**src/hw/rtl/ring_modulator_dry_wet_macros.svh**
```systemverilog
// Assertion macros for the ring modulator block.
`ifndef RING_MODULATOR_DRY_WET_MACROS_SVH
`define RING_MODULATOR_DRY_WET_MACROS_SVH

`ifndef NO_ASSERTIONS

`define RMDW_ASSERT_IMP(lbl, clk, rst_n, ante, cons) \
    lbl: assert property (@(posedge clk) disable iff (!(rst_n)) (ante) |-> (cons)) \
        else $error("rmdw: same-cycle check failed");

`define RMDW_ASSERT_NEXT(lbl, clk, rst_n, ante, cons) \
    lbl: assert property (@(posedge clk) disable iff (!(rst_n)) (ante) |=> (cons)) \
        else $error("rmdw: next-cycle check failed");

`else

`define RMDW_ASSERT_IMP(lbl, clk, rst_n, ante, cons)

`define RMDW_ASSERT_NEXT(lbl, clk, rst_n, ante, cons)

`endif

`endif

```
**src/hw/rtl/rmdw_fifo.sv**
```systemverilog
// Small register queue with full, empty and fill count.
module rmdw_fifo #(
    parameter int WIDTH = 8,
    parameter int DEPTH = 2
) (
    input  logic                         i_clk,
    input  logic                         i_rst_n,
    input  logic                         i_push,
    input  logic [WIDTH-1:0]             i_data,
    output logic                         o_full,
    input  logic                         i_pop,
    output logic                         o_empty,
    output logic [WIDTH-1:0]             o_data,
    output logic [$clog2(DEPTH+1)-1:0]   o_count
);
    localparam int PTR_W = (DEPTH > 1) ? $clog2(DEPTH) : 1;
    localparam int CNT_W = $clog2(DEPTH + 1);

    logic [WIDTH-1:0] r_mem [DEPTH];
    logic [PTR_W-1:0] r_wr_ptr;
    logic [PTR_W-1:0] r_rd_ptr;
    logic [CNT_W-1:0] r_count;
    logic             do_push;
    logic             do_pop;

    assign o_full  = (r_count == CNT_W'(DEPTH));
    assign o_empty = (r_count == '0);
    assign o_data  = r_mem[r_rd_ptr];
    assign o_count = r_count;
    assign do_push = i_push && !o_full;
    assign do_pop  = i_pop && !o_empty;

    always_ff @(posedge i_clk) begin
        if (do_push) begin
            r_mem[r_wr_ptr] <= i_data;
        end
    end

    always_ff @(posedge i_clk) begin
        if (!i_rst_n) begin
            r_wr_ptr <= '0;
            r_rd_ptr <= '0;
            r_count  <= '0;
        end else begin
            if (do_push) begin
                r_wr_ptr <= (r_wr_ptr == PTR_W'(DEPTH - 1)) ? '0 : r_wr_ptr + 1'b1;
            end
            if (do_pop) begin
                r_rd_ptr <= (r_rd_ptr == PTR_W'(DEPTH - 1)) ? '0 : r_rd_ptr + 1'b1;
            end
            if (do_push && !do_pop) begin
                r_count <= r_count + 1'b1;
            end else if (do_pop && !do_push) begin
                r_count <= r_count - 1'b1;
            end
        end
    end
endmodule

```
**config.mk**
```make
export PLATFORM = sky130hd
export DESIGN_NAME = rmdw_fifo
export DESIGN_NICKNAME = d
export VERILOG_FILES = /design/src/hw/rtl/ring_modulator_dry_wet_macros.svh /design/src/hw/rtl/rmdw_fifo.sv
export SDC_FILE = /design/constraint.sdc
export NUM_CORES = 1
export LEC_CHECK = 0
export ABC_AREA = 1
export BUFFER_PORTS_ARGS = -buffer_cell sky130_fd_sc_hd__buf_2
export CORE_ASPECT_RATIO = 1.1
export CORE_MARGIN = 2
export CORE_UTILIZATION = 48
export CTS_CLUSTER_DIAMETER = 60
export DETAILED_ROUTE_END_ITERATION = 6
export PLACE_DENSITY = 0.77
export SLEW_MARGIN = 20
export SYNTH_ARGS = -nofsm -noshare
export SYNTH_HDL_FRONTEND = slang
export SYNTH_SLANG_ARGS = --single-unit
```
**constraint.sdc**
```tcl
create_clock -name i_clk -period 1.6 [get_ports i_clk]
set_clock_uncertainty 0.15 [all_clocks]
set_input_delay 0.48 -clock i_clk [delete_from_list [all_inputs] [get_ports i_clk]]
set_output_delay 0.48 -clock i_clk [all_outputs]
set_load 0.01 [all_outputs]
```
-- After elaboration in Yosys (flattened, before gate mapping)
Memories as Yosys holds them, arrays and structs flattened. A register that Yosys moved wholly into a read port is not among the register bits.
Index checks and enable logic that the tools add are counted.
- bits in registers: 4
- RAM bits: 16
- input port bits: 12
- memories kept: 1
- memory list (name ; depth ; width ; read ports ; clocked after memory_dff ; write ports ; RTL line ; RTL):
    r_mem ; 2 ; 8 ; 1 ; 1 ; 1 ; rmdw_fifo.sv:19 ; logic [WIDTH-1:0] r_mem [DEPTH];
- $add $sub $neg: 4
- eq/ne operators: 1
- multiplexer cells: 8
- reductions and logical operators: 10
- operators by type and width (kind ; number):
    two-way mux 1 bit ; 6
    logical AND 1 bit ; 4
    logical NOT 1 bit ; 4
    two-way mux 2 bit ; 2
    adder 1 bit, second input constant ; 2
    adder 2 x 1 -> 2 bit, second input constant ; 1
    == test 2 bit, second input constant ; 1
    logical NOT 2 bit ; 1
    nonzero test 2 bit ; 1
    subtractor 2 x 1 -> 2 bit, second input constant ; 1

-- Depth between registers and ports, before layout
Gate-level depths: netlist of run 1.
- word-level depth: 7
- gate-level depth with buffers: 10

-- Worst setup path after synthesis of run 1
No wires, ideal clock.
- path type: register to register
- from: register r_count[0], in the netlist o_count[0]
- to: register r_count[1], in the netlist o_count[1]
- library setup time: 64 ps
- data arrival time: 1357 ps
- required time: 1386 ps
- path slack: 29 ps
- stages on the path, launching flop included: 10
- path buffers: 0
- period minus slack after synthesis: 1571 ps
- path through: dfxtp_1 nor2_1 nor2_2 inv_1 ha_1 inv_1 nand3_1 nand2_1 inv_1 nor2_1
- cells in the longest elaborated chain, start to end: 6
- RTL lines (element ; RTL line ; RTL):
    start, declared ; rmdw_fifo.sv:22 ; logic [CNT_W-1:0] r_count;
    start signal, assigned ; rmdw_fifo.sv:52 ; r_count <= r_count + 1'b1;
    start signal, assigned ; rmdw_fifo.sv:54 ; r_count <= r_count - 1'b1;
    logical NOT 2 bit * ; rmdw_fifo.sv:27 ; assign o_empty = (r_count == '0);
    named net o_empty ; rmdw_fifo.sv:12 ; output logic o_empty,
    logical NOT 1 bit * ; rmdw_fifo.sv:31 ; assign do_pop = i_pop && !o_empty;
    logical AND 1 bit * ; rmdw_fifo.sv:31 ;
    logical NOT 1 bit ; rmdw_fifo.sv:51 ; if (do_push && !do_pop) begin
    logical AND 1 bit ; rmdw_fifo.sv:51 ;
    two-way mux 2 bit or nonzero test 2 bit (tied branches) ; - ;
The timed path passes the listed nets; every way through them passes the cells marked *. The select of a mux whose other input is x is not followed.
A chain may end at the register's enable or synchronous reset.

==> flow_summary.ini, run 1 <==
[status]
outcome = finished with violations
failing_checks = negative setup slack

[timing]
final_clock_period_utilization_by_the_worst_path = 1.15
finalWorstSetupSlack_ns = -0.233
period_minus_ws_final_ns = 1.83
final_setup_violation_count = 8
whs_ns = 0.222
final_report_hold_violation_count = 0
relSlewSlack = 0.884
final_max_slew_viol_count = 0
setup_repair_after_global_routing_missed_its_margin = yes
max_fclk_mhz = 545
worst-slew-pin-transition_ns = 0.174

[floorplanning]
initial_cell_density_of_the_core = 0.516
placement_rows = 15
floorplan.core_area_um2 = 1600
floorplan.die.width_um = 43.5
die_height_um = 47.4
num_io_pins = 24
die-area_um2 = 2060

[drt]
detailroute.via_count = 550
drtIter0Drc = 8
wl_mm = 1.37
drc = 0
detailedRoute.firstPassIterationCount = 4
ant_nets = 0
post_detailed_route_via_to_cell_ratio = 4.91
post_drt_wl_per_cell_um = 12.2

[worst_setup_path]
regToRegStartpoint = o_count[1]
timing.critical_path.to_type = output pin
cp_max_fo = 4
crit_required_ns = 0.97
critical_path_start_end_classification = reg -> out
cp-start-kind = flop
critPathArrivalTime_ns = 1.20

[synthesis]
synth_area_per_cell_um2 = 13.1
synthDominantAreaCellType = sky130_fd_sc_hd__edfxtp_1
ys_types = 15
yosysSeqAreaShare = 0.705
largest_cells_by_area_after_synthesis = sky130_fd_sc_hd__edfxtp_1 58%, sky130_fd_sc_hd__dfxtp_1 12%, sky130_fd_sc_hd__mux2_2 11%, sky130_fd_sc_hd__nor2_1 4.6%, sky130_fd_sc_hd__inv_1 3.6%
netlist.area_leader.share = 0.584
ys_async_sr_fraction = 0
ys_seq_elements = 21
post_synth_net_total = 76
synthesis.yosys.warnings = 0
number_of_flops_mapped_to_enable_cells_by_yosys = 16
synth.cell_area_um2 = 823
postSynthCellCount = 63
synth-main-ff-cell = sky130_fd_sc_hd__edfxtp_1
synthTopCellsByCount = 16 x sky130_fd_sc_hd__edfxtp_1, 10 x sky130_fd_sc_hd__nor2_1, 8 x sky130_fd_sc_hd__inv_1, 8 x sky130_fd_sc_hd__mux2_2, 6 x sky130_fd_sc_hd__nand2_1
most_common_cell_in_the_synthesized_netlist = sky130_fd_sc_hd__edfxtp_1

[place]
place_hpwl_um = 928
dp_slack_ns = -0.0511
port-buffer-count = 23
globalplace.congestion = 0.646
placed_cells = 107

[global_routing]
met1_usage = 0.153
wire_length_of_the_first_global_routing_pass_mm = 1.95
global_route.usage.met2 = 0.236
aggregate_global_routing_overflow = 0
maximum_number_of_pins_on_one_net_before_global_route_repair = 12
grt.total_usage = 0.132
grt_antenna_before_repair = 0
met3_usage = 0.0340
grt_most_used_layer = met2
first_global_vias = 493

[power]
total_power_mw = 1.74
comb_power_share = 0.412
share_of_total_power_in_sequential_cells = 0.451
netSwitchingFraction = 0.313
vdd_ir_drop_max_v = 0.000885
power-per-cell-area_nw_per_um2 = 1530
power.internal_mw = 1.20
part_of_the_power_in_the_clock_network = 0.137
leakage_nw = 0.498
power_switching_mw = 0.546

[finish]
num-nets-final = 109
synthToLayoutAreaGrowth_pct = 38.8
antenna_cells_inserted = 0
fillerInstances = 115
final_cells = 112
drive_gt1_frac = 0.526

[clock_network]
clock_sinks = 21
number_of_clock_buffers_inserted_by_tritoncts = 3
worst_skew_pair.late_latency_ns = 0.29
ctsHoldBuffers = 0
cts.reportedPaths.clkPinSlew_ns = 0.10
ctsRootBufferMaster = sky130_fd_sc_hd__clkbuf_4
clock_tree.buffer_depth = 2
cts_max_level = 1
tritoncts_clock_tree = built

[hold_path]
hold_path_startpoint = i_data[1]
hold_class = in -> reg

[flow_run]
cap_viol_max_count = 0
## per-stage QoR
stage / instance area, um2 / setup TNS [ns] / util
after floorplan: 823 / 0 / -
after global placement: 992 / 0 / 0.622
after detailed placement: 992 / -0.0511 / 0.622
after CTS: 1110 / -1.82 / 0.697
after global routing: 1140 / -2.29 / 0.716
final: 1140 / -1.84 / 0.716
## final cells by class
cell class | count | area [um2] | area share
sequential | 21 | 587 | 0.514
multi-input combinational | 32 | 254 | 0.222
timing repair buffer | 29 | 218 | 0.191
inverter | 9 | 36.3 | 0.0318
clock buffer | 4 | 26.3 | 0.0230
tap | 17 | 21.3 | 0.0186
## cells in the final DEF (no fill, tap or decap)
| cell type | n |
|---|---|
| sky130_fd_sc_hd__clkbuf_4 | 3 |
| sky130_fd_sc_hd__inv_2 | 2 |
| sky130_fd_sc_hd__edfxtp_1 | 16 |
| sky130_fd_sc_hd__buf_2 | 15 |
| sky130_fd_sc_hd__nand4_1 | 1 |
| sky130_fd_sc_hd__nor2_1 | 9 |
| sky130_fd_sc_hd__o21ai_2 | 1 |
| sky130_fd_sc_hd__dfxtp_2 | 2 |
| sky130_fd_sc_hd__buf_4 | 4 |
| sky130_fd_sc_hd__o21ai_0 | 2 |
| sky130_fd_sc_hd__buf_6 | 10 |
| sky130_fd_sc_hd__a21oi_1 | 1 |
| sky130_fd_sc_hd__nand3_1 | 1 |
| sky130_fd_sc_hd__nor2_4 | 1 |
| sky130_fd_sc_hd__inv_4 | 1 |
| sky130_fd_sc_hd__mux2_4 | 8 |
| sky130_fd_sc_hd__dfxtp_4 | 1 |
| sky130_fd_sc_hd__inv_1 | 6 |
| sky130_fd_sc_hd__nand2_1 | 6 |
| sky130_fd_sc_hd__dfxtp_1 | 2 |
| sky130_fd_sc_hd__nor2_2 | 1 |
| sky130_fd_sc_hd__clkbuf_1 | 1 |
| sky130_fd_sc_hd__ha_4 | 1 |
## path summary, 6_finish.rpt
kind	end	slack, ns	cells after the start
worst max register to register	o_count[1]	0.12	9
worst min register to register	r_wr_ptr	0.37	2
worst max-delay path	o_data[0]	-0.23	3
worst min-delay path	r_mem[1][1]	0.22	1
## flip-flops by register name (all words and copies together), names as in the netlist, named ones only
signal,cells
o_count,2
r_wr_ptr,1
r_mem,16
r_rd_ptr,1
## repair_timing
item / in CTS / in global routing
buffers inserted: 0 / 1
gates resized for setup: 22 / 6
hold endpoints to repair: 0 / 0
endpoints found under the setup margin: 11 / 11
pin swaps: 0 / 1
## cells by family after synthesis
| group | Yosys count | synth area share |
|---|---|---|
| AND/OR/NAND/NOR | 19 | 0.0942 |
| flip-flops | 21 | 0.705 |
| multiplexers | 8 | 0.109 |
| buffers and inverters | 10 | 0.0471 |
| AO/OA/AOI/OAI | 4 | 0.0289 |
| adder cells (fa/ha/maj) | 1 | 0.0152 |
## layer usage
layer,share of wire,vias up
met2,0.50,22
met1,0.41,247
met5,0,-
li1,-,277
met3,0.066,4
met4,0.023,0
## worst max-delay path, cell delays in order, from the launching register on
cell                      delay, ns
sky130_fd_sc_hd__dfxtp_2       0.36
sky130_fd_sc_hd__buf_6         0.13
sky130_fd_sc_hd__mux2_4        0.30
sky130_fd_sc_hd__buf_6         0.12
## power groups by stage
stage          Combinational (mW)  Sequential, mW  Clock, mW
5_1_grt                     0.795           0.796      0.260
6_report                    0.718           0.786      0.238
4_1_cts                     0.676           0.764      0.245
2_1_floorplan               0.329           0.760          0
3_3_place_gp                0.525           0.754          0
3_5_place_dp                0.540           0.761          0
Power figures use the tool's default switching activity.
==> inputs of run 2 (changes only) <==
--- a/config.mk
+++ b/config.mk
@@ -6,7 +6,7 @@
 export NUM_CORES = 1
 export LEC_CHECK = 0
 export ABC_AREA = 1
-export BUFFER_PORTS_ARGS = -buffer_cell sky130_fd_sc_hd__buf_2
+export BUFFER_PORTS_ARGS = -buffer_cell sky130_fd_sc_hd__buf_4
 export CORE_ASPECT_RATIO = 1.1
 export CORE_MARGIN = 2
 export CORE_UTILIZATION = 48
==> run 2 against run 1 <==
The run still ends with negative setup slack left. Combinational power up 8.1%. Worst setup slack better by 0.011 ns. Largest power group unchanged. Largest cell class unchanged. Register-to-register slack worse by 0.02 ns. Critical endpoint is now o_data[1].
==> flow_summary.ini, run 2 (same netlist as run 1, synthesis figures left out) <==
[status]
outcome = finished with violations
failing_checks = negative setup slack

[clock_network]
ctsHoldBuffers = 0
number_of_clock_buffers_inserted_by_tritoncts = 3
clock_sinks = 21
worst_skew_pair.late_latency_ns = 0.29
cts_max_level = 1
ctsRootBufferMaster = sky130_fd_sc_hd__clkbuf_4
clock_tree.buffer_depth = 2
cts.reportedPaths.clkPinSlew_ns = 0.11
tritoncts_clock_tree = built

[finish]
antenna_cells_inserted = 0
largest_register_ffs = 16
num-nets-final = 110
drive_gt1_frac = 0.521
most_frequent_cells_in_the_layout = 20 x sky130_fd_sc_hd__buf_4, 16 x sky130_fd_sc_hd__edfxtp_1, 10 x sky130_fd_sc_hd__buf_6
final_cells = 113
final_core_util = 0.744
mostFrequentLayoutCell = sky130_fd_sc_hd__buf_4
synthToLayoutAreaGrowth_pct = 44.2
register_name_with_the_most_flops = r_mem
area.sequential_um2 = 589
fillerInstances = 117
multi_input_comb_area_um2 = 254

[place]
dp_slack_ns = -0.0595
placed_cells = 107
globalplace.congestion = 0.618
place_hpwl_mm = 1.01
port-buffer-count = 23

[flow_run]
cap_viol_max_count = 0

[global_routing]
aggregate_global_routing_overflow = 0
maximum_number_of_pins_on_one_net_before_global_route_repair = 12
first_global_vias = 552
grt.total_usage = 0.154
grt_antenna_before_repair = 0
wire_length_of_the_first_global_routing_pass_mm = 2.17

[worst_setup_path]
crit_buf_inv = 2
regToRegStartpoint = o_count[1]
timing.reg2reg.setup_slack_ns = 0.10
crit_required_ns = 0.97
critical_path_start_end_classification = reg -> out
family_with_the_most_delay_on_the_worst_path = flip-flops
cp-start-kind = flop
cell_occurring_most_often_along_the_worst_timing_path = sky130_fd_sc_hd__buf_6
critical-path-max-stage-delay_ns = 0.36
cp_max_fo = 4
timing.critical_path.to_type = output pin
critPathArrivalTime_ns = 1.19
critical-path-slowest-cell = sky130_fd_sc_hd__dfxtp_2
crit_path_cell_trace = buf_6 -> mux2_4 -> buf_6

[floorplanning]
die_height_um = 47.4
floorplan.core_area_um2 = 1600
placement_rows = 15
initial_cell_density_of_the_core = 0.516
num_io_pins = 24
die-area_um2 = 2060
floorplan.die.width_um = 43.5

[timing]
final_report_hold_violation_count = 0
max_fclk_mhz = 549
period_minus_ws_final_ns = 1.82
final_clock_period_utilization_by_the_worst_path = 1.14
setup_tns_ns = -1.76
worst-slew-pin-transition_ns = 0.184
setup_repair_after_global_routing_missed_its_margin = yes
finalWorstSetupSlack_ns = -0.222
final_setup_violation_count = 8
relSlewSlack = 0.876
final_max_slew_viol_count = 0

[drt]
detailroute.via_count = 560
drc = 0
post_detailed_route_via_to_cell_ratio = 4.96
drtIter0Drc = 12
wl_mm = 1.49
post_drt_wl_per_cell_um = 13.2
ant_nets = 0
detailedRoute.firstPassIterationCount = 4

[hold_path]
hold_path_startpoint = i_data[5]
hold_class = in -> reg

[power]
vdd_ir_drop_max_v = 0.000939
power-per-cell-area_nw_per_um2 = 1520
leakage_nw = 0.516
-- run 2: worst reg2reg max path, cell delays in order, from the launching register on --
cell	delay, ns
sky130_fd_sc_hd__dfxtp_4	0.39
sky130_fd_sc_hd__inv_2	0.06
sky130_fd_sc_hd__o21ai_2	0.14
sky130_fd_sc_hd__inv_1	0.09
sky130_fd_sc_hd__ha_4	0.22
sky130_fd_sc_hd__inv_1	0.08
sky130_fd_sc_hd__nand3_1	0.10
sky130_fd_sc_hd__nand2_1	0.07
sky130_fd_sc_hd__inv_1	0.03
sky130_fd_sc_hd__nor2_1	0.10
-- run 2: per-stage QoR --
| step | hold slack (ns) | total power [mW] | instance area, um2 |
|---|---|---|---|
| 5_1_grt | 0.190 | 1.91 | 1190 |
| 4_1_cts | 0.202 | 1.75 | 1160 |
| 6_report | 0.214 | 1.80 | 1190 |
| 2_1_floorplan | 0.317 | 1.09 | 823 |
| 3_5_place_dp | 0.342 | 1.37 | 1050 |
| 3_3_place_gp | 0.335 | 1.35 | 1050 |
-- run 2: worst paths after layout --
path / end / cells after the start
setup / recovery: o_data[1] / 3
hold / removal: r_mem[1][5] / 1
setup reg to reg: o_count[1] / 9
hold reg to reg: r_rd_ptr / 2
-- run 2: repair_timing --
item / in CTS / in global routing
buffers inserted: 1 / 1
pin swaps: 0 / 1
endpoints found under the hold margin: 0 / 0
resized for setup: 22 / 5
endpoints found under the setup margin: 11 / 12
-- run 2: layout make-up --
type,instances,area share
clock buffer,4,0.0221
inverter,9,0.0285
multi-input combinational,32,0.214
sequential,21,0.496
tap,17,0.0179
timing repair buffer,30,0.221
-- run 2: report_power, final --
part	internal, mW	switching, mW
sequential	0.712	0.0707
combinational	0.433	0.343
clock	0.0969	0.147
total	1.24	0.561
-- run 2: metal layers --
layer | part of all wire | global-route usage | wire, um
met4 | 0.010 | 0.109 | 15
met3 | 0.065 | 0.0415 | 96
met1 | 0.39 | 0.153 | 584
met2 | 0.53 | 0.284 | 789
met5 | 0 | 0 | 0
