**config.mk**
```make
export PLATFORM = sky130hd
export DESIGN_NAME = rmdw_front
export DESIGN_NICKNAME = d
export VERILOG_FILES = /design/src/hw/rtl/rmdw_pkg.sv /design/src/hw/rtl/rmdw_front.sv
export VERILOG_INCLUDE_DIRS = /design/src /design/src/hw/rtl
export SDC_FILE = /design/constraint.sdc
export NUM_CORES = 1
export LEC_CHECK = 0
export ABC_AREA = 1
export BUFFER_PORTS_ARGS = -buffer_cell sky130_fd_sc_hd__clkbuf_2
export CORE_AREA = 2 2 118 97
export CTS_BUF_LIST = sky130_fd_sc_hd__clkbuf_8 sky130_fd_sc_hd__clkbuf_16
export DETAILED_ROUTE_END_ITERATION = 7
export DIE_AREA = 0 0 120 99
export HOLD_SLACK_MARGIN = 0.08
export PLACE_DENSITY = 0.85
export SYNTH_ARGS = -nofsm -noshare
export SYNTH_HDL_FRONTEND = slang
export SYNTH_SLANG_ARGS = --single-unit
```
**constraint.sdc**
```tcl
create_clock -name i_clk -period 3.7 [get_ports i_clk]
set_input_delay 0.37 -clock i_clk [delete_from_list [all_inputs] [get_ports i_clk]]
set_output_delay 0.37 -clock i_clk [all_outputs]
set_load 0.03 [all_outputs]
```
**src/hw/rtl/ring_modulator_dry_wet_macros.svh**
```systemverilog
// Assertion macros for the ring modulator block.
`ifndef RING_MODULATOR_DRY_WET_MACROS_SVH
`define RING_MODULATOR_DRY_WET_MACROS_SVH

`ifndef NO_ASSERTIONS

`define RMDW_ASSERT_IMP(lbl, clk, rst_n, ante, cons) \
    lbl: assert property (@(posedge clk) disable iff (!(rst_n)) (ante) |-> (cons)) \
        else $error("rmdw: same-cycle check failed");

`define RMDW_ASSERT_NEXT(lbl, clk, rst_n, ante, cons) \
    lbl: assert property (@(posedge clk) disable iff (!(rst_n)) (ante) |=> (cons)) \
        else $error("rmdw: next-cycle check failed");

`else

`define RMDW_ASSERT_IMP(lbl, clk, rst_n, ante, cons)

`define RMDW_ASSERT_NEXT(lbl, clk, rst_n, ante, cons)

`endif

`endif

```
**src/hw/rtl/rmdw_pkg.sv**
```systemverilog
// Shared types, constants and sine table function for the ring modulator.
package rmdw_pkg;

    localparam int SAMPLE_W    = 24;
    localparam int PHASE_W     = 32;
    localparam int STEP_W      = 31;
    localparam int GAIN_W      = 16;
    localparam int CHAN_W      = 2;
    localparam int CFG_INDEX_W = 2;
    localparam int CFG_DATA_W  = 32;
    localparam int SINE_W      = 16;
    localparam int COEF_W      = 32;
    localparam int ACC_W       = SAMPLE_W + COEF_W;

    localparam int CHAN_LIMIT          = 2;
    localparam int SINE_TABLE_BITS_DEF = 10;
    localparam int MID_DEPTH           = 2;
    localparam int OUT_DEPTH           = 8;

    localparam logic [STEP_W-1:0] RST_PHASE_STEP = 31'd2684355;
    localparam logic [GAIN_W-1:0] RST_WET_GAIN   = 16'd16384;
    localparam logic [CHAN_W-1:0] RST_CHANNELS   = 2'd2;
    localparam logic [GAIN_W-1:0] WET_ONE        = 16'd32768;

    localparam longint unsigned Q30_ONE     = 64'd1 << 30;
    localparam longint unsigned HALF_PI_Q30 = 64'd1686629713;

    typedef enum logic [CFG_INDEX_W-1:0] {
        CFG_PHASE_STEP = 2'd0,
        CFG_WET_GAIN   = 2'd1,
        CFG_CHANNELS   = 2'd2
    } t_cfg_idx;

    typedef struct packed {
        logic signed [SAMPLE_W-1:0] sample_ch0;
        logic signed [SAMPLE_W-1:0] sample_ch1;
        logic                       last_in_block;
        logic [PHASE_W-1:0]         phase;
    } t_frame;

    typedef struct packed {
        logic [GAIN_W-1:0] wet;
        logic              en_ch0;
        logic              en_ch1;
    } t_mix_cfg;

    typedef struct packed {
        logic signed [SAMPLE_W-1:0] result_ch0;
        logic signed [SAMPLE_W-1:0] result_ch1;
        logic                       block_done;
    } t_result;

    // Q1.15 quarter-wave sine, Taylor series in Q2.30 (elaboration only).
    function automatic logic signed [SINE_W-1:0] quarter_sine(
        input longint unsigned r,
        input int unsigned     bits
    );
        longint unsigned t;
        longint unsigned t2;
        longint unsigned term;
        longint unsigned s;
        t    = (r * HALF_PI_Q30) >> (bits - 2);
        t2   = (t * t) >> 30;
        term = Q30_ONE;
        term = Q30_ONE - ((t2 * term) >> 30) / 110;
        term = Q30_ONE - ((t2 * term) >> 30) / 72;
        term = Q30_ONE - ((t2 * term) >> 30) / 42;
        term = Q30_ONE - ((t2 * term) >> 30) / 20;
        term = Q30_ONE - ((t2 * term) >> 30) / 6;
        s    = (t * term) >> 30;
        s    = (s + (64'd1 << 14)) >> 15;
        if (s > 64'd32767) begin
            s = 64'd32767;
        end
        return SINE_W'(s);
    endfunction

    function automatic logic signed [SINE_W-1:0] sine_entry(
        input int unsigned idx,
        input int unsigned bits
    );
        longint unsigned quarter;
        longint unsigned q;
        longint unsigned r;
        logic signed [SINE_W-1:0] v;
        quarter = 64'd1 << (bits - 2);
        q       = 64'(idx) >> (bits - 2);
        r       = 64'(idx) & (quarter - 1);
        case (q)
            64'd0:   v = quarter_sine(r, bits);
            64'd1:   v = quarter_sine(quarter - r, bits);
            64'd2:   v = -quarter_sine(r, bits);
            default: v = -quarter_sine(quarter - r, bits);
        endcase
        return v;
    endfunction

    // Round half up from Q3.53 to Q1.23 and saturate.
    function automatic logic signed [SAMPLE_W-1:0] round_sat(
        input logic signed [ACC_W-1:0] acc
    );
        logic signed [ACC_W:0]   rnd;
        logic signed [ACC_W-30:0] q;
        logic signed [SAMPLE_W-1:0] y;
        rnd = {acc[ACC_W-1], acc} + (ACC_W+1)'(64'd1 << 29);
        q   = rnd[ACC_W:30];
        if (q > (ACC_W-29)'(24'sh7FFFFF)) begin
            y = 24'sh7FFFFF;
        end else if (q < -(ACC_W-29)'(64'sd8388608)) begin
            y = 24'sh800000;
        end else begin
            y = q[SAMPLE_W-1:0];
        end
        return y;
    endfunction

endpackage

```
**src/hw/rtl/rmdw_front.sv**
```systemverilog
// Front end: config registers, phase accumulator, frame intake.
`include "ring_modulator_dry_wet_macros.svh"

module rmdw_front import rmdw_pkg::*; (
    input  logic                       i_clk,
    input  logic                       i_rst_n,
    input  logic                       i_cfg_valid,
    output logic                       o_cfg_ready,
    input  logic [CFG_INDEX_W-1:0]     i_cfg_index,
    input  logic [CFG_DATA_W-1:0]      i_cfg_data,
    input  logic                       i_push,
    output logic                       o_full,
    input  logic signed [SAMPLE_W-1:0] i_sample_ch0,
    input  logic signed [SAMPLE_W-1:0] i_sample_ch1,
    input  logic                       i_last_in_block,
    output logic                       o_mid_push,
    output t_frame                     o_mid_data,
    input  logic                       i_mid_full,
    output t_mix_cfg                   o_mix_cfg
);
    logic [PHASE_W-1:0] r_phase;
    logic [PHASE_W-1:0] n_phase;
    logic [STEP_W-1:0]  r_phase_step;
    logic [GAIN_W-1:0]  r_wet_gain;
    logic [CHAN_W-1:0]  r_channels;
    logic               cfg_we;
    logic               chan_we;
    logic               accept;

    assign o_cfg_ready = 1'b1;
    assign cfg_we      = i_cfg_valid && o_cfg_ready;
    assign chan_we     = cfg_we && (i_cfg_index == CFG_CHANNELS);
    assign o_full      = i_mid_full;
    assign accept      = i_push && !i_mid_full;
    assign n_phase     = r_phase + {1'b0, r_phase_step};

    assign o_mid_push                = accept;
    assign o_mid_data.sample_ch0     = i_sample_ch0;
    assign o_mid_data.sample_ch1     = i_sample_ch1;
    assign o_mid_data.last_in_block  = i_last_in_block;
    assign o_mid_data.phase          = r_phase;

    assign o_mix_cfg.wet    = (r_wet_gain > WET_ONE) ? WET_ONE : r_wet_gain;
    assign o_mix_cfg.en_ch0 = (r_channels >= 2'd1) && (CHAN_LIMIT >= 1);
    assign o_mix_cfg.en_ch1 = (r_channels >= 2'd2) && (CHAN_LIMIT >= 2);

    always_ff @(posedge i_clk) begin
        if (!i_rst_n) begin
            r_phase      <= '0;
            r_phase_step <= RST_PHASE_STEP;
            r_wet_gain   <= RST_WET_GAIN;
            r_channels   <= RST_CHANNELS;
        end else begin
            if (cfg_we) begin
                case (t_cfg_idx'(i_cfg_index))
                    CFG_PHASE_STEP: r_phase_step <= i_cfg_data[STEP_W-1:0];
                    CFG_WET_GAIN:   r_wet_gain   <= i_cfg_data[GAIN_W-1:0];
                    CFG_CHANNELS:   r_channels   <= i_cfg_data[CHAN_W-1:0];
                    default: ;
                endcase
            end
            if (accept) begin
                r_phase <= n_phase;
            end
        end
    end

    `RMDW_ASSERT_NEXT(a_phase_adv, i_clk, i_rst_n, accept, r_phase == $past(n_phase))
    `RMDW_ASSERT_NEXT(a_phase_hold, i_clk, i_rst_n, !accept, $stable(r_phase))
    `RMDW_ASSERT_NEXT(a_chan, i_clk, i_rst_n, chan_we, r_channels == $past(i_cfg_data[CHAN_W-1:0]))
endmodule

```
After elaboration in Yosys (flattened, before gate mapping)
Cells that the tools add are included.
{"block": "word_totals", "regBits": 81, "input_bits": 88, "output_inout_bits": 102, "wordCells": 17}
{"block": "classes", "n_addsub": 1, "magnitude_cmp": 3, "eq_ne": 2, "n_mux": 1, "reduce_logical": 6}
{"op": "adder 32 x 31 -> 32 bit", "count": 1}
{"op": "greater-than comparator 16 bit, second input constant", "count": 1}
{"op": "two-way mux 16 bit", "count": 1}
{"op": "AND reduction 2 bit", "count": 3}
{"op": "== test 2 x 1 -> 1 bit, second input constant", "count": 1}
{"op": "== test 2 bit, second input constant", "count": 1}
{"op": "greater-or-equal comparator 2 x 1 -> 1 bit, second input constant", "count": 1}
{"op": "greater-or-equal comparator 2 bit, second input constant", "count": 1}
{"op": "logical NOT 2 bit", "count": 1}
{"op": "logical AND 1 bit", "count": 1}
{"op": "logical NOT 1 bit", "count": 1}

Longest topological paths before layout
Gate-level depths: netlist (run 1).
{"block": "depth", "ltp_word": 2, "ltp_mapped": 14, "depth_no_buf": 14}

Least setup slack after synthesis (run 1)
Ideal clock, no wire load.
{"block": "synth_path", "path_kind": "reg-to-reg", "start": "register r_phase[0]", "end": "register r_phase[16]", "setup_ns": 0.115, "arrival_ns": 1.877, "t_required_ns": 3.585, "slack_ns": 1.707, "path_stages_with_launch": 12, "n_path_buf": 0, "period_less_slack_ns": 1.993, "path_cell_list": "dfxtp_1 > ha_1 > fa_1 > nand3_1 > nand3_1 > nand2_1 > nand2_1 > nand2_1 > nand2_2 > xor2_1 > o21ai_0 > inv_1"}
{"block": "synth_via", "elab_chain_len": 1}
{"element": "start: declaration", "line_no": "rmdw_front.sv:21", "rtl": "logic [PHASE_W-1:0] r_phase;"}
{"element": "start signal: assignment", "line_no": "rmdw_front.sv:63", "rtl": "r_phase <= n_phase;"}
{"element": "adder 32 x 31 -> 32 bit", "line_no": "rmdw_front.sv:35", "rtl": "assign n_phase = r_phase + {1'b0, r_phase_step};"}
No other way between the ends.
A chain may end at the register's enable or synchronous reset.

==> impl_metrics.env, run 1 <==
export IMPL_power_per_cell_area_mw_per_mm2=385
export IMPL_tritoncts="yes"
export IMPL_gp_routability_congestion=0.949
export IMPL_layout_cells_non_filler=1121
export IMPL_remaining_overflow_grt=0
export IMPL_route_vias_total=5533
export IMPL_hold_worst_slack_ps=243
export IMPL_first_drt_iteration_drcs=405
export IMPL_path_clk_slew_ps=60
export IMPL_syn_num_nets=1066
export IMPL_critPathArrivalTime_ps=2000
export IMPL_antenna_diode_count=0
export IMPL_slew_violations=0
export IMPL_layout_common_cells="nand2_1 (245), inv_1 (161), nor2_1 (138)"
export IMPL_io_buffers=89
export IMPL_num_fill_cells=1047
export IMPL_postCtsSetupBuffers=0
export IMPL_final_setup_tns_ps=0
export IMPL_clk_latency_ps=350
export IMPL_cellLeakagePower_nw=3.58
export IMPL_post_synth_instance_area_mm2=0.00579
export IMPL_grt_start_max_net_pins=60
export IMPL_cts_resized=0
export IMPL_final_setup_worst_slack_ps=1330
export IMPL_route_detailed_vias_per_inst=4.94
export IMPL_floorplan_core_area_mm2=0.0107
export IMPL_synth_lib_cells_used_distinct=34
export IMPL_dp_hpwl_um=11000
export IMPL_die_width_um=120
export IMPL_drt_total_wl_um=14200
export IMPL_first_global_vias=4852
export IMPL_syn_avg_cell_area_um2=6.12
export IMPL_global_route_usage_total_pct=24.5
export IMPL_fp_row_count=34
export IMPL_max_slew_worst_pin_slew_ps=1080
export IMPL_yosys_warnings=0
export IMPL_die_height_um=99
export IMPL_pre_cts_ws_ps=1560
export IMPL_status="complete, no violations"
export IMPL_rsz0062_at_grt="false"
export IMPL_post_route_drc_count=0
export IMPL_final_layout_size_suffix_gt1_share_pct=14.3
export IMPL_final_hold_violation_count=0
export IMPL_numClockSinks=81
export IMPL_floorplan_initialDensity_pct=54.2
export IMPL_register_bit_total_from_synthesis=81
export IMPL_dieArea_mm2=0.0119
export IMPL_commonest_non_fill_non_tap_cell_in_the_layout="nand2_1"
export IMPL_final_net_count=1092
export IMPL_cts_root_buffer="clkbuf_16"
export IMPL_fin_skew_ps=6.30
export IMPL_worstHoldPathType="input pin to flip-flop"
export IMPL_setup_viol=0
export IMPL_worstReg2RegStart="r_phase[0]"
export IMPL_cts_hold_buffers_added=0
export IMPL_num_io_pins=190
export IMPL_first_pass_grt_wire_length_um=23400
export IMPL_crit_type="flip-flop to primary output"
export IMPL_tritoncts_num_buffers=9
export IMPL_timing_max_cap_violations=0
export IMPL_hold_path_startpoint="i_cfg_data[26]"
export IMPL_final_min_period_over_clock_period_pct=64.0
export IMPL_endpoint_kind_of_the_worst_setup_timing_path="primary output"
export IMPL_irDropWorstVdd_mv=0.308
export IMPL_max_slew_margin_pct=27.5
export IMPL_setup_worst_path_start_class="flip-flop"
export IMPL_total_power_w=0.00239
export IMPL_ant_nets=0
export IMPL_netlist_instances=946
export IMPL_clock_tree_buffer_depth=2
export IMPL_max_freq_ghz=0.423
export IMPL_syn_to_final_growth_pct=7.37
export IMPL_drt_pass1_iterations=5
export IMPL_synth_sequential_area_ratio_pct=28.0
export IMPL_critPathLaunch="r_wet_gain[11]"
export IMPL_cts_htree_levels=3
export IMPL_drt_wirelength_per_cell_um=12.7
export IMPL_period_needed_ps=2370
export IMPL_place_inst=1105
export IMPL_worstPathMaxFanout=15
export IMPL_required_arrival_time_at_the_worst_endpoint_ps=3330
export IMPL_number_of_antenna_violations_at_the_first_check_in_global_routing=0
==> cell families after synthesis <==
kind of cell | count (synthesis) | synth area share [%]
flip-flops | 81 | 28.0
other | 1 | 0.0648
adder cells (fa/ha/maj) | 32 | 7.05
AND/OR/NAND/NOR | 478 | 34.5
buffers and inverters | 238 | 19.2
XOR/XNOR | 14 | 2.12
AO/OA/AOI/OAI | 102 | 9.10
==> worst max-delay path: stages, from the launching register on <==
cell      delay (ps)
dfxtp_1          300
inv_1             90
nand4_1          100
nor4_1           300
a31oi_1          440
nor2_1           210
clkbuf_2         230
==> flip-flops by register name, indices dropped and copies added (netlist names) <==
signal	count
r_phase	32
r_phase_step	31
r_wet_gain	16
r_channels	2
==> cell usage after synthesis, drive strengths merged <==
library cell	number	share of area [%]
nor2	148	10
o21ai	55	4.8
inv	161	10
clkbuf	22	1.6
nor3	7	0.86
xnor2	3	0.45
a31oi	2	0.22
conb	1	0.065
nand3	52	4.7
dfxtp	81	28
nand4	3	0.32
nor4	3	0.32
a21o	2	0.26
fa	1	0.35
nand2	258	17
dlygate4sd1	1	0.15
nand3b	3	0.52
buf	54	7.0
and2	3	0.32
or2	1	0.11
a21oi	41	3.6
xor2	11	1.7
ha	31	6.7
o211ai	2	0.26
==> cell type report <==
class / instances / area (um^2) / share of cell area [%]
clock buffers: 9 / 225 / 3.62
clock inverters: 7 / 47.5 / 0.765
inverters: 161 / 604 / 9.73
multi-input cells: 627 / 3070 / 49.4
flip-flops and latches: 81 / 1620 / 26.1
well taps: 144 / 180 / 2.90
repair buffers: 92 / 468 / 7.53
==> power breakdown <==
part / switching [W] / leakage [nW] / internal, W / total, W
combinational: 0.000403 / 2.78 / 0.000193 / 0.000596
sequential: 0.0000410 / 0.665 / 0.000926 / 0.000967
clock: 0.000375 / 0.131 / 0.000453 / 0.000828
==> metal layers <==
layer | routed length (um) | vias up | track usage [%]
li1 | - | 2885 | -
met1 | 7010 | 2467 | 35.6
met2 | 5950 | 167 | 36.7
met3 | 1090 | 14 | 5.61
met4 | 139 | 0 | 5.70
met5 | 0 | - | 0
==> stage by stage <==
step / cell area, um^2 / utilization [%]
finish: 6210 / 58.2
CTS: 6210 / 58.2
detailed placement: 5940 / 55.6
global placement: 5940 / 55.6
global route: 6210 / 58.2
floorplan: 5790 / -
==> path summary, 6_finish.rpt <==
path / to / slack [ps] / cells after the start
hold reg to reg: r_channels[0] / 460 / 2
setup reg to reg: r_phase[24] / 1510 / 14
setup / recovery: o_mix_cfg[6] / 1330 / 6
hold / removal: r_phase_step[26] / 240 / 3
(Power assumes the default switching activity.)
==> run 2, diff against run 1 <==
Settings changed: CORE_AREA 2 2 118 97 to 2 2 128 105, DIE_AREA 0 0 120 99 to 0 0 130 107, PLACE_DENSITY 0.85 to 0.76.
Clock period 3.7 ns to 2 ns, I/O delays scaled along.
==> impl_metrics.env, run 2 (synthesis gave the netlist of run 1 again) <==
export IMPL_layout_common_cells="nand2_1 (242), inv_1 (158), nor2_1 (138)"
export IMPL_cts_htree_levels=3
export IMPL_io_buffers=89
export IMPL_period_needed_ps=1900
export IMPL_die_width_um=130
export IMPL_top_register="r_phase"
export IMPL_layout_cells_non_filler=1171
export IMPL_drt_total_wl_um=14600
export IMPL_drt_wirelength_per_cell_um=12.5
export IMPL_path_clk_slew_ps=60
export IMPL_slew_violations=0
export IMPL_required_arrival_time_at_the_worst_endpoint_ps=1800
export IMPL_worstPathMaxFanout=7
export IMPL_number_of_antenna_violations_at_the_first_check_in_global_routing=0
export IMPL_first_global_vias=5054
export IMPL_grt_start_max_net_pins=53
export IMPL_gp_routability_congestion=0.939
export IMPL_setup_viol=0
export IMPL_tritoncts_num_buffers=9
export IMPL_cellInternalPower_w=0.00308
export IMPL_combPwrFrac_pct=25.1
export IMPL_final_hold_violation_count=0
export IMPL_setup_worst_path_start_class="flip-flop"
export IMPL_max_freq_ghz=0.527
export IMPL_seq_power_share_pct=39.0
export IMPL_route_detailed_vias_per_inst=4.75
export IMPL_rsz0062_at_grt="true"
export IMPL_fin_skew_ps=5.64
export IMPL_num_io_pins=190
export IMPL_irDropWorstVdd_mv=0.356
export IMPL_final_net_count=1111
export IMPL_num_fill_cells=1287
export IMPL_power_per_cell_area_mw_per_mm2=704
export IMPL_remaining_overflow_grt=0
export IMPL_crit_type="flip-flop to primary output"
export IMPL_syn_to_final_growth_pct=13.0
export IMPL_largest_register_ffs=32
export IMPL_floorplan_core_area_mm2=0.0126
export IMPL_swShare_pct=33.1
export IMPL_hold_worst_slack_ps=83.1
export IMPL_final_min_period_over_clock_period_pct=94.8
export IMPL_ant_nets=0
export IMPL_final_layout_size_suffix_gt1_share_pct=16.9
export IMPL_max_slew_worst_pin_slew_ps=972
export IMPL_drt_pass1_iterations=5
export IMPL_worstHoldPathType="input pin to flip-flop"
export IMPL_clock_tree_buffer_depth=2
export IMPL_total_power_w=0.00460
export IMPL_endpoint_kind_of_the_worst_setup_timing_path="primary output"
export IMPL_tritoncts="yes"
export IMPL_status="complete, no violations"
export IMPL_timing_max_cap_violations=0
export IMPL_first_pass_grt_wire_length_um=24200
export IMPL_critPathArrivalTime_ps=1700
export IMPL_antenna_diode_count=0
export IMPL_dieArea_mm2=0.0139
export IMPL_clock_power_share_pct=36.0
export IMPL_switching_power_w=0.00152
export IMPL_place_inst=1144
export IMPL_reg_largest_list="r_phase x32, r_phase_step x31, r_wet_gain x16"
export IMPL_first_drt_iteration_drcs=352
export IMPL_dp_hpwl_um=11300
export IMPL_floorplan_initialDensity_pct=45.8
export IMPL_max_slew_margin_pct=35.1
export IMPL_clk_latency_ps=340
export IMPL_global_route_usage_total_pct=21.8
export IMPL_commonest_non_fill_non_tap_cell_in_the_layout="nand2_1"
export IMPL_post_route_drc_count=0
export IMPL_numClockSinks=81
export IMPL_die_height_um=107
export IMPL_cellLeakagePower_nw=3.69
export IMPL_cts_root_buffer="clkbuf_16"
export IMPL_fp_row_count=37
export IMPL_route_vias_total=5557
-- run 2: changes by cell type in the layout (fill, tap and decap cells not counted), moves of 4 or more --
cell           change
inv_2              +4
dlygate4sd3_1      +9
ha_2               +6
clkbuf_2          -11
ha_1               -6
buf_4             +17
-- run 2: per-stage QoR --
| stage | utilization (%) | TNS [ps] | setup WS, ps | cell area [um^2] |
|---|---|---|---|---|
| after global routing | 51.7 | -44.5 | -29.7 | 6540 |
| after detailed placement | 48.0 | 0 | 21.3 | 6060 |
| final | 51.7 | 0 | 104 | 6540 |
| after CTS | 51.0 | 0 | 7.38 | 6450 |
| after global placement | 48.0 | 0 | 50.7 | 6060 |
| after floorplan | - | 0 | 7.20 | 5790 |
-- run 2: worst paths after layout --
check	start	endpoint	slack [ps]	cells past startpoint
worst max-delay path	r_wet_gain[10]	o_mix_cfg[8]	100	7
worst min register to register	r_channels[0]	r_channels[0]	450	2
worst min-delay path	i_cfg_data[20]	r_phase_step[20]	80	3
worst max register to register	r_phase[0]	r_phase[30]	140	13
-- run 2: timing repair --
item                                   in CTS  in global routing
resized for setup                           0                 52
setup buffers                               0                  1
setup endpoints to repair                   0                 31
hold buffers                                9                  0
endpoints found under the hold margin       9                  0
-- run 2: per-layer routing --
layer | global-route usage [%] | routed length, um
met1 | 31.9 | 7440
met4 | 6.30 | 228
met5 | 0 | 0
met3 | 4.34 | 950
met2 | 32.3 | 6010
-- run 2: power by group through the flow --
stage | Sequential (W) | Combinational [W] | Clock [W]
6_report | 0.00179 | 0.00115 | 0.00166
5_1_grt | 0.00181 | 0.00130 | 0.00175
4_1_cts | 0.00179 | 0.00113 | 0.00168
3_5_place_dp | 0.00182 | 0.00111 | 0
3_3_place_gp | 0.00182 | 0.00109 | 0
2_1_floorplan | 0.00189 | 0.000907 | 0
-- run 2: final cells by class --
class | instances | area, um^2 | share of cell area [%]
clock inverter | 7 | 71.3 | 1.09
multi-input combinational | 627 | 3110 | 47.6
tap | 175 | 219 | 3.35
inverter | 161 | 604 | 9.25
clock buffer | 9 | 225 | 3.45
timing repair buffer | 111 | 683 | 10.5
sequential | 81 | 1620 | 24.8
-- run 2: worst max-delay path, stage by stage, from the launching register on --
cell	delay, ps
dfxtp_1	300
inv_2	70
nand4_1	110
nor4_2	220
a31oi_1	170
buf_4	190
nor2_1	90
clkbuf_2	210
